===== src/rtl/wsf_pkg.sv =====
`default_nettype none
package wsf_pkg;

    localparam int MAX_WIDTH  = 1024;
    localparam int MAX_HEIGHT = 4096;
    localparam int RING_DEPTH = 2 * MAX_WIDTH + 4;
    localparam int RING_AW    = $clog2(RING_DEPTH);

    localparam int WID_W  = $clog2(MAX_WIDTH + 1);
    localparam int HGT_W  = $clog2(MAX_HEIGHT + 1);
    localparam int COL_W  = $clog2(MAX_WIDTH);
    localparam int ROW_W  = $clog2(MAX_HEIGHT);
    localparam int PEND_W = $clog2(MAX_WIDTH + 3);

    localparam int CH_W   = 8;
    localparam int PIX_W  = 3 * CH_W;
    localparam int OUT_W  = 48;
    localparam int WT_W   = 5;
    localparam int SUM_W  = 13;
    localparam int TAP_W  = 4;
    localparam int STEP_W = 3;
    localparam int EXTRA_W = 4;

    localparam int CFG_IDX_W  = 2;
    localparam int CFG_DATA_W = 13;

    localparam logic [CFG_IDX_W-1:0] REG_FRAME_WIDTH  = 2'd0;
    localparam logic [CFG_IDX_W-1:0] REG_FRAME_HEIGHT = 2'd1;
    localparam logic [CFG_IDX_W-1:0] REG_CENTRE_EXTRA = 2'd2;

    localparam logic OP_PUSH  = 1'b0;
    localparam logic OP_DRAIN = 1'b1;

    localparam logic [TAP_W-1:0]  LAST_TAP  = 4'd8;
    localparam logic [STEP_W-1:0] LAST_STEP = 3'd0;
    localparam logic [STEP_W-1:0] FIRST_STEP = 3'd7;

    localparam logic [1:0] OFS_MINUS = 2'd0;
    localparam logic [1:0] OFS_ZERO  = 2'd1;
    localparam logic [1:0] OFS_PLUS  = 2'd2;

    typedef enum logic [2:0] {
        ST_IDLE,
        ST_BASE,
        ST_ROWS,
        ST_TAPS,
        ST_LAST,
        ST_DINIT,
        ST_DIV,
        ST_EMIT
    } t_state;

    typedef struct packed {
        logic              load;
        logic              base;
        logic              rows;
        logic              tap;
        logic [TAP_W-1:0]  tap_idx;
        logic              div_init;
        logic              div_step;
        logic [STEP_W-1:0] step;
        logic              emit;
    } t_cmd;

    typedef struct packed {
        logic go;
        logic out_free;
    } t_status;

    function automatic logic [1:0] tap_dy(input logic [TAP_W-1:0] k);
        logic [1:0] r;
        if (k < 4'd3) begin
            r = OFS_MINUS;
        end else if (k < 4'd6) begin
            r = OFS_ZERO;
        end else begin
            r = OFS_PLUS;
        end
        return r;
    endfunction

    function automatic logic [1:0] tap_dx(input logic [TAP_W-1:0] k);
        logic [1:0] r;
        case (k) inside
            4'd0, 4'd3, 4'd6: r = OFS_MINUS;
            4'd1, 4'd4, 4'd7: r = OFS_ZERO;
            default:          r = OFS_PLUS;
        endcase
        return r;
    endfunction

endpackage
`default_nettype wire


===== src/rtl/wsf_ctrl.sv =====
`default_nettype none
module wsf_ctrl
    import wsf_pkg::*;
(
    input  wire logic    i_clk,
    input  wire logic    i_rst_n,
    input  wire logic    i_s_valid,
    output logic         o_s_ready,
    input  wire t_status i_status,
    output t_cmd         o_cmd
);

    t_state            r_state, n_state;
    logic [TAP_W-1:0]  r_tap,   n_tap;
    logic [STEP_W-1:0] r_step,  n_step;

    always_ff @(posedge i_clk) begin
        if (!i_rst_n) begin
            r_state <= ST_IDLE;
            r_tap   <= '0;
            r_step  <= '0;
        end else begin
            r_state <= n_state;
            r_tap   <= n_tap;
            r_step  <= n_step;
        end
    end

    always_comb begin
        n_state = r_state;
        n_tap   = r_tap;
        n_step  = r_step;
        unique case (r_state)
            ST_IDLE: begin
                if (i_s_valid && i_status.go) begin
                    n_state = ST_BASE;
                end
            end
            ST_BASE: n_state = ST_ROWS;
            ST_ROWS: begin
                n_state = ST_TAPS;
                n_tap   = '0;
            end
            ST_TAPS: begin
                n_tap = r_tap + 1'b1;
                if (r_tap == LAST_TAP) begin
                    n_state = ST_LAST;
                end
            end
            ST_LAST: n_state = ST_DINIT;
            ST_DINIT: begin
                n_state = ST_DIV;
                n_step  = FIRST_STEP;
            end
            ST_DIV: begin
                n_step = r_step - 1'b1;
                if (r_step == LAST_STEP) begin
                    n_state = ST_EMIT;
                end
            end
            ST_EMIT: begin
                if (i_status.out_free) begin
                    n_state = ST_IDLE;
                end
            end
            default: n_state = ST_IDLE;
        endcase
    end

    always_comb begin
        o_cmd         = '0;
        o_s_ready     = 1'b0;
        o_cmd.tap_idx = r_tap;
        o_cmd.step    = r_step;
        unique case (r_state)
            ST_IDLE: begin
                o_s_ready  = 1'b1;
                o_cmd.load = i_s_valid;
            end
            ST_BASE:  o_cmd.base     = 1'b1;
            ST_ROWS:  o_cmd.rows     = 1'b1;
            ST_TAPS:  o_cmd.tap      = 1'b1;
            ST_LAST:  o_cmd.tap      = 1'b0;
            ST_DINIT: o_cmd.div_init = 1'b1;
            ST_DIV:   o_cmd.div_step = 1'b1;
            ST_EMIT:  o_cmd.emit     = i_status.out_free;
            default:  o_cmd.emit     = 1'b0;
        endcase
    end

endmodule
`default_nettype wire


===== config.mk =====
export PLATFORM = sky130hd
export DESIGN_NAME = wsf_ctrl
export DESIGN_NICKNAME = d
export VERILOG_FILES = /design/src/rtl/wsf_pkg.sv /design/src/rtl/wsf_ctrl.sv
export SDC_FILE = /design/constraint.sdc
export NUM_CORES = 1
export LEC_CHECK = 0
export BUFFER_PORTS_ARGS = -buffer_cell sky130_fd_sc_hd__buf_2
export CORE_MARGIN = 4
export CORE_UTILIZATION = 43
export DETAILED_ROUTE_END_ITERATION = 10
export GPL_TIMING_DRIVEN = 0
export PLACE_DENSITY = 0.76
export SLEW_MARGIN = 10
export SYNTH_ARGS = -nofsm -noshare
export SYNTH_HDL_FRONTEND = slang
export SYNTH_SLANG_ARGS = --single-unit

===== constraint.sdc =====
create_clock -name i_clk -period 1.3 [get_ports i_clk]
set_input_delay 0.26 -clock i_clk [delete_from_list [all_inputs] [get_ports i_clk]]
set_output_delay 0.26 -clock i_clk [all_outputs]
set_load 0.01 [all_outputs]

# Word level (Yosys, flattened, before mapping)
# Index checks and enable logic that the tools add are counted.
# word_totals
mem_bits_ro,0
memories,0
output_inout_bits,15
latchBits,0
ram_bits,0
inputBits,5
word_cells,38
ff_bits,10
# classes
n_shift,0
order_cmp,0
bitwise,0
n_reduce_logical,6
div,0
eq_ne,12
mul,0
add_sub_neg,2
n_mux,15
# op_table
cell,count
3-bit one-hot mux with 8 select lines,1
3-bit equality test (second input constant),4
3-bit two-way mux,4
1-bit two-way mux,8
2-bit != test (second input constant),4
4-bit one-hot mux with 2 select lines,1
3-bit by 2-bit equality test with 1-bit output (second input constant),2
3-bit zero test,2
3-bit one-hot mux with 2 select lines,1
4-bit by 1-bit adder with 4-bit output (second input constant),1
4-bit equality test (second input constant),1
4-bit AND reduction,1
2-bit nonzero test,2
3-bit by 1-bit equality test with 1-bit output (second input constant),1
3-bit by 1-bit subtractor with 3-bit output (second input constant),1
1-bit logical AND,1

# Depth between registers and ports, before layout
# logic_depth
ltp_word,3
ltp_mapped,6
mapped_depth_nobuf,6

# Worst setup path after synthesis
# OpenSTA, ideal clock, no wires.
# synth_timing
path_kind,reg-to-output
from,reg r_state[1]
to,out o_cmd[13] (netlist name)
slack_ns,-0.078
stages_incl_launch_ff,5
n_path_buf,2
required_ns,1.040
arrival_ns,1.118
cell_sequence,dfxtp_1 -> buf_4 -> buf_2 -> nor3_1 -> and2_1
# synth_lines
element,line_no,source
"start, declared",wsf_ctrl.sv:13,"t_state r_state, n_state;"
"start signal, assigned",wsf_ctrl.sv:23,r_state <= n_state;
"end, declared",wsf_ctrl.sv:10,output t_cmd o_cmd

==> results.ini <==
[timing]
tns_ns = -0.578
finalCritPeriodShare_pct = 110
setup_ws_ns = -0.136
period_minus_slack_ns = 1.44
setup_viol = 9
skew_ns = 0.00682
relSlewSlack_pct = 71.0
maxSlewViolCount = 0
tightest_slew_ns = 0.434
max_freq_mhz = 696
final-hold-violation-count = 0
rsz0062_at_grt = yes

[critical_path]
path_delay_family = flip-flops
endpoint_kind = primary output
slowest_delay_ns = 0.36
crit_type = reg -> out
critical_path_buf_inv_count = 2
start_kind = flip-flop
critPathArrivalTime_ns = 1.18
cp_max_fo = 5
worstPathCellList = buf_8 -> nor3_4 -> and2_1 -> buf_2
crit_start = r_state[1]
crit_slowest_cell = dfxtp_2
r2r_start = r_state[0]
crit_required_ns = 1.04

[clock_tree]
cts_buffers = 3
clkTransAtPathRegs_ns = 0.07
postCtsHoldBufs = 0
cts.sinks = 10
cts_tree = done
cts-htree-levels = 1
cts_root_buf = clkbuf_4
clk_latency_ns = 0.27
cts_max_path_buffers = 2

[synthesis]
synthCells = 74
synthTopCellsByCount = 10 x dfxtp_1, 7 x inv_1, 6 x nor2_1, 5 x nand2_1
synth_top_area_share_pct = 31.6
yosysMostFrequentCell = dfxtp_1
yosysUniqueCellTypes = 32
post_synth.cell_area_avg_sq_um = 8.57
ys_async_sr_fraction_pct = 0
yosys_warnings = 0
synthesis.area_sq_um = 634
synth_area_leaders = dfxtp_1 32%, ha_1 7.9%, o221a_2 7.1%, inv_1 4.1%, nor2_1 3.6%
synth_edf_count = 0
yosysSeqAreaShare_pct = 31.6
yosys.area.top_type = dfxtp_1
synth_seq_cells = 10
synth_ff_type = dfxtp_1
synth_nets = 83

[place]
dpl_cell_area_sq_um = 754
hpwl_mm = 1.17
portBuffers = 19
dpl_worst_slack_ns = 0.000339
gp_congestion = 0.734

[global_route]
grt.overflow.total = 0
grt_max_degree = 11
grt_usage_pct = 19.1
antenna_found_initial = 0
grt_pass1_wl_mm = 2.80
grt_pass1_vias = 644

[power_and_ir_drop]
p_int_mw = 0.575
seq_power_share_pct = 40.9
leakage_nw = 0.513
p_sw_share_pct = 26.4
combPwrFrac_pct = 22.2
netSwitchingPower_mw = 0.206
vdd_ir_drop_max_mv = 0.766
power.density_nw_per_um2 = 813
clkPwrFrac_pct = 36.9

[drt]
drt_wl_total_mm = 1.84
viasPerCell = 5.55
ant_nets = 0
dr.pass1.iters = 4
vias = 694
drt_iter0_markers = 7
wl_per_cell_microns = 14.7
remaining_drc_errors = 0

[floorplan]
die_w_microns = 46.4
die-height_microns = 46.4
initial_core_util_pct = 47.0
die-area_sq_um = 2150
pin_count = 20
coreArea_sq_um = 1350
rows = 13

[worst_hold_path]
hold_start = i_rst_n
hold_path_class = in -> reg

[layout]
drive_above_1_share_pct = 54.5
fillers = 125
syn2layout_area_growth_pct = 51.3
fin_area_sq_um = 960
seqCellArea_sq_um = 209
n_antenna_cell = 0
final_nets = 120
fin_util_pct = 71.1
multi_input_area_sq_um = 395

[status]
violations = setup timing
status = finished, violations left

[job]
drv_cap = 0

==> per-stage QoR <==
stage	power (mW)	instances	hold WS [ns]
after floorplan	0.405	74	0.423
after CTS	0.779	123	0.265
after global routing	0.821	125	0.273
after global placement	0.438	108	0.495
final	0.781	125	0.269
after detailed placement	0.442	108	0.500
==> cells in the final DEF (no fill, tap or decap), drive strengths merged, types with 2 or more instances in the layout <==
master and instances:
nand2 5, nor2 6, and2 3, nor2b 2
inv 7, dfxtp 10, nand2b 2, ha 4
buf 37, o221a 4, nand3 2, a31oi 3
a21boi 2, o21ai 3, nand3b 2, clkbuf 5
==> per-layer routing <==
layer	vias to the layer above	part of all wire, %	track usage, %	wire length, microns
met5	-	0	0	0
met1	329	43	20.5	798
met4	0	2.6	11.4	48
met2	25	48	31.6	885
met3	6	5.9	7.03	109
li1	334	-	-	-
==> logic make-up (layout without fill, tap and decap cells) <==
family                     after synthesis  count (layout)  synth area share, %
and+or+nand+nor                         27              27                 25.6
muxes                                    2               2                 3.35
buffers and inverters                   13              49                 9.47
DFF                                     10              10                 31.6
adders and majority gates                4               4                 7.89
AOI/OAI and AO/OA                       18              18                 22.1
==> timing repair <==
| action | in CTS | in global routing |
|---|---|---|
| pin swaps | 3 | 4 |
| resized for setup | 16 | 10 |
| buffers inserted | 11 | 3 |
| setup endpoints to repair | 8 | 14 |
| cloned | 0 | 0 |
==> worst paths after layout <==
kind / to / slack (ns) / cells after the start
max reg2reg: r_tap[2] / -0.01 / 6
min reg2reg: r_tap[3] / 0.52 / 2
min: r_tap[3] / 0.27 / 3
max: o_cmd[13] / -0.14 / 4
==> cell type report <==
type	count	share of cell area, %
clock buffers	4	3.78
repair buffers	33	22.7
inverters	7	2.74
flip-flops and latches	10	21.8
well taps	15	1.96
plain buffers	5	5.87
multi-input cells	51	41.2
==> power by group through the flow <==
stage	clock network, mW	logic (mW)	registers (mW)
final	0.288	0.173	0.319
after global routing	0.316	0.185	0.320
after CTS	0.299	0.165	0.314
after detailed placement	0	0.121	0.322
after global placement	0	0.116	0.321
after floorplan	0	0.0833	0.322
==> worst reg2reg max path: cells and delay by family, from the launching register on <==
kind	cells	cell delay, ns
buffers and inverters	3	0.36
AO/OA/AOI/OAI	1	0.14
AND/OR/NAND/NOR	2	0.41
flip-flops	1	0.33
==> state kept, by name, summed over array words and instances, names as in the netlist <==
register and cells:
r_state 3, r_tap 4, r_step 3
Note: power is estimated with default switching activity, not from simulation.
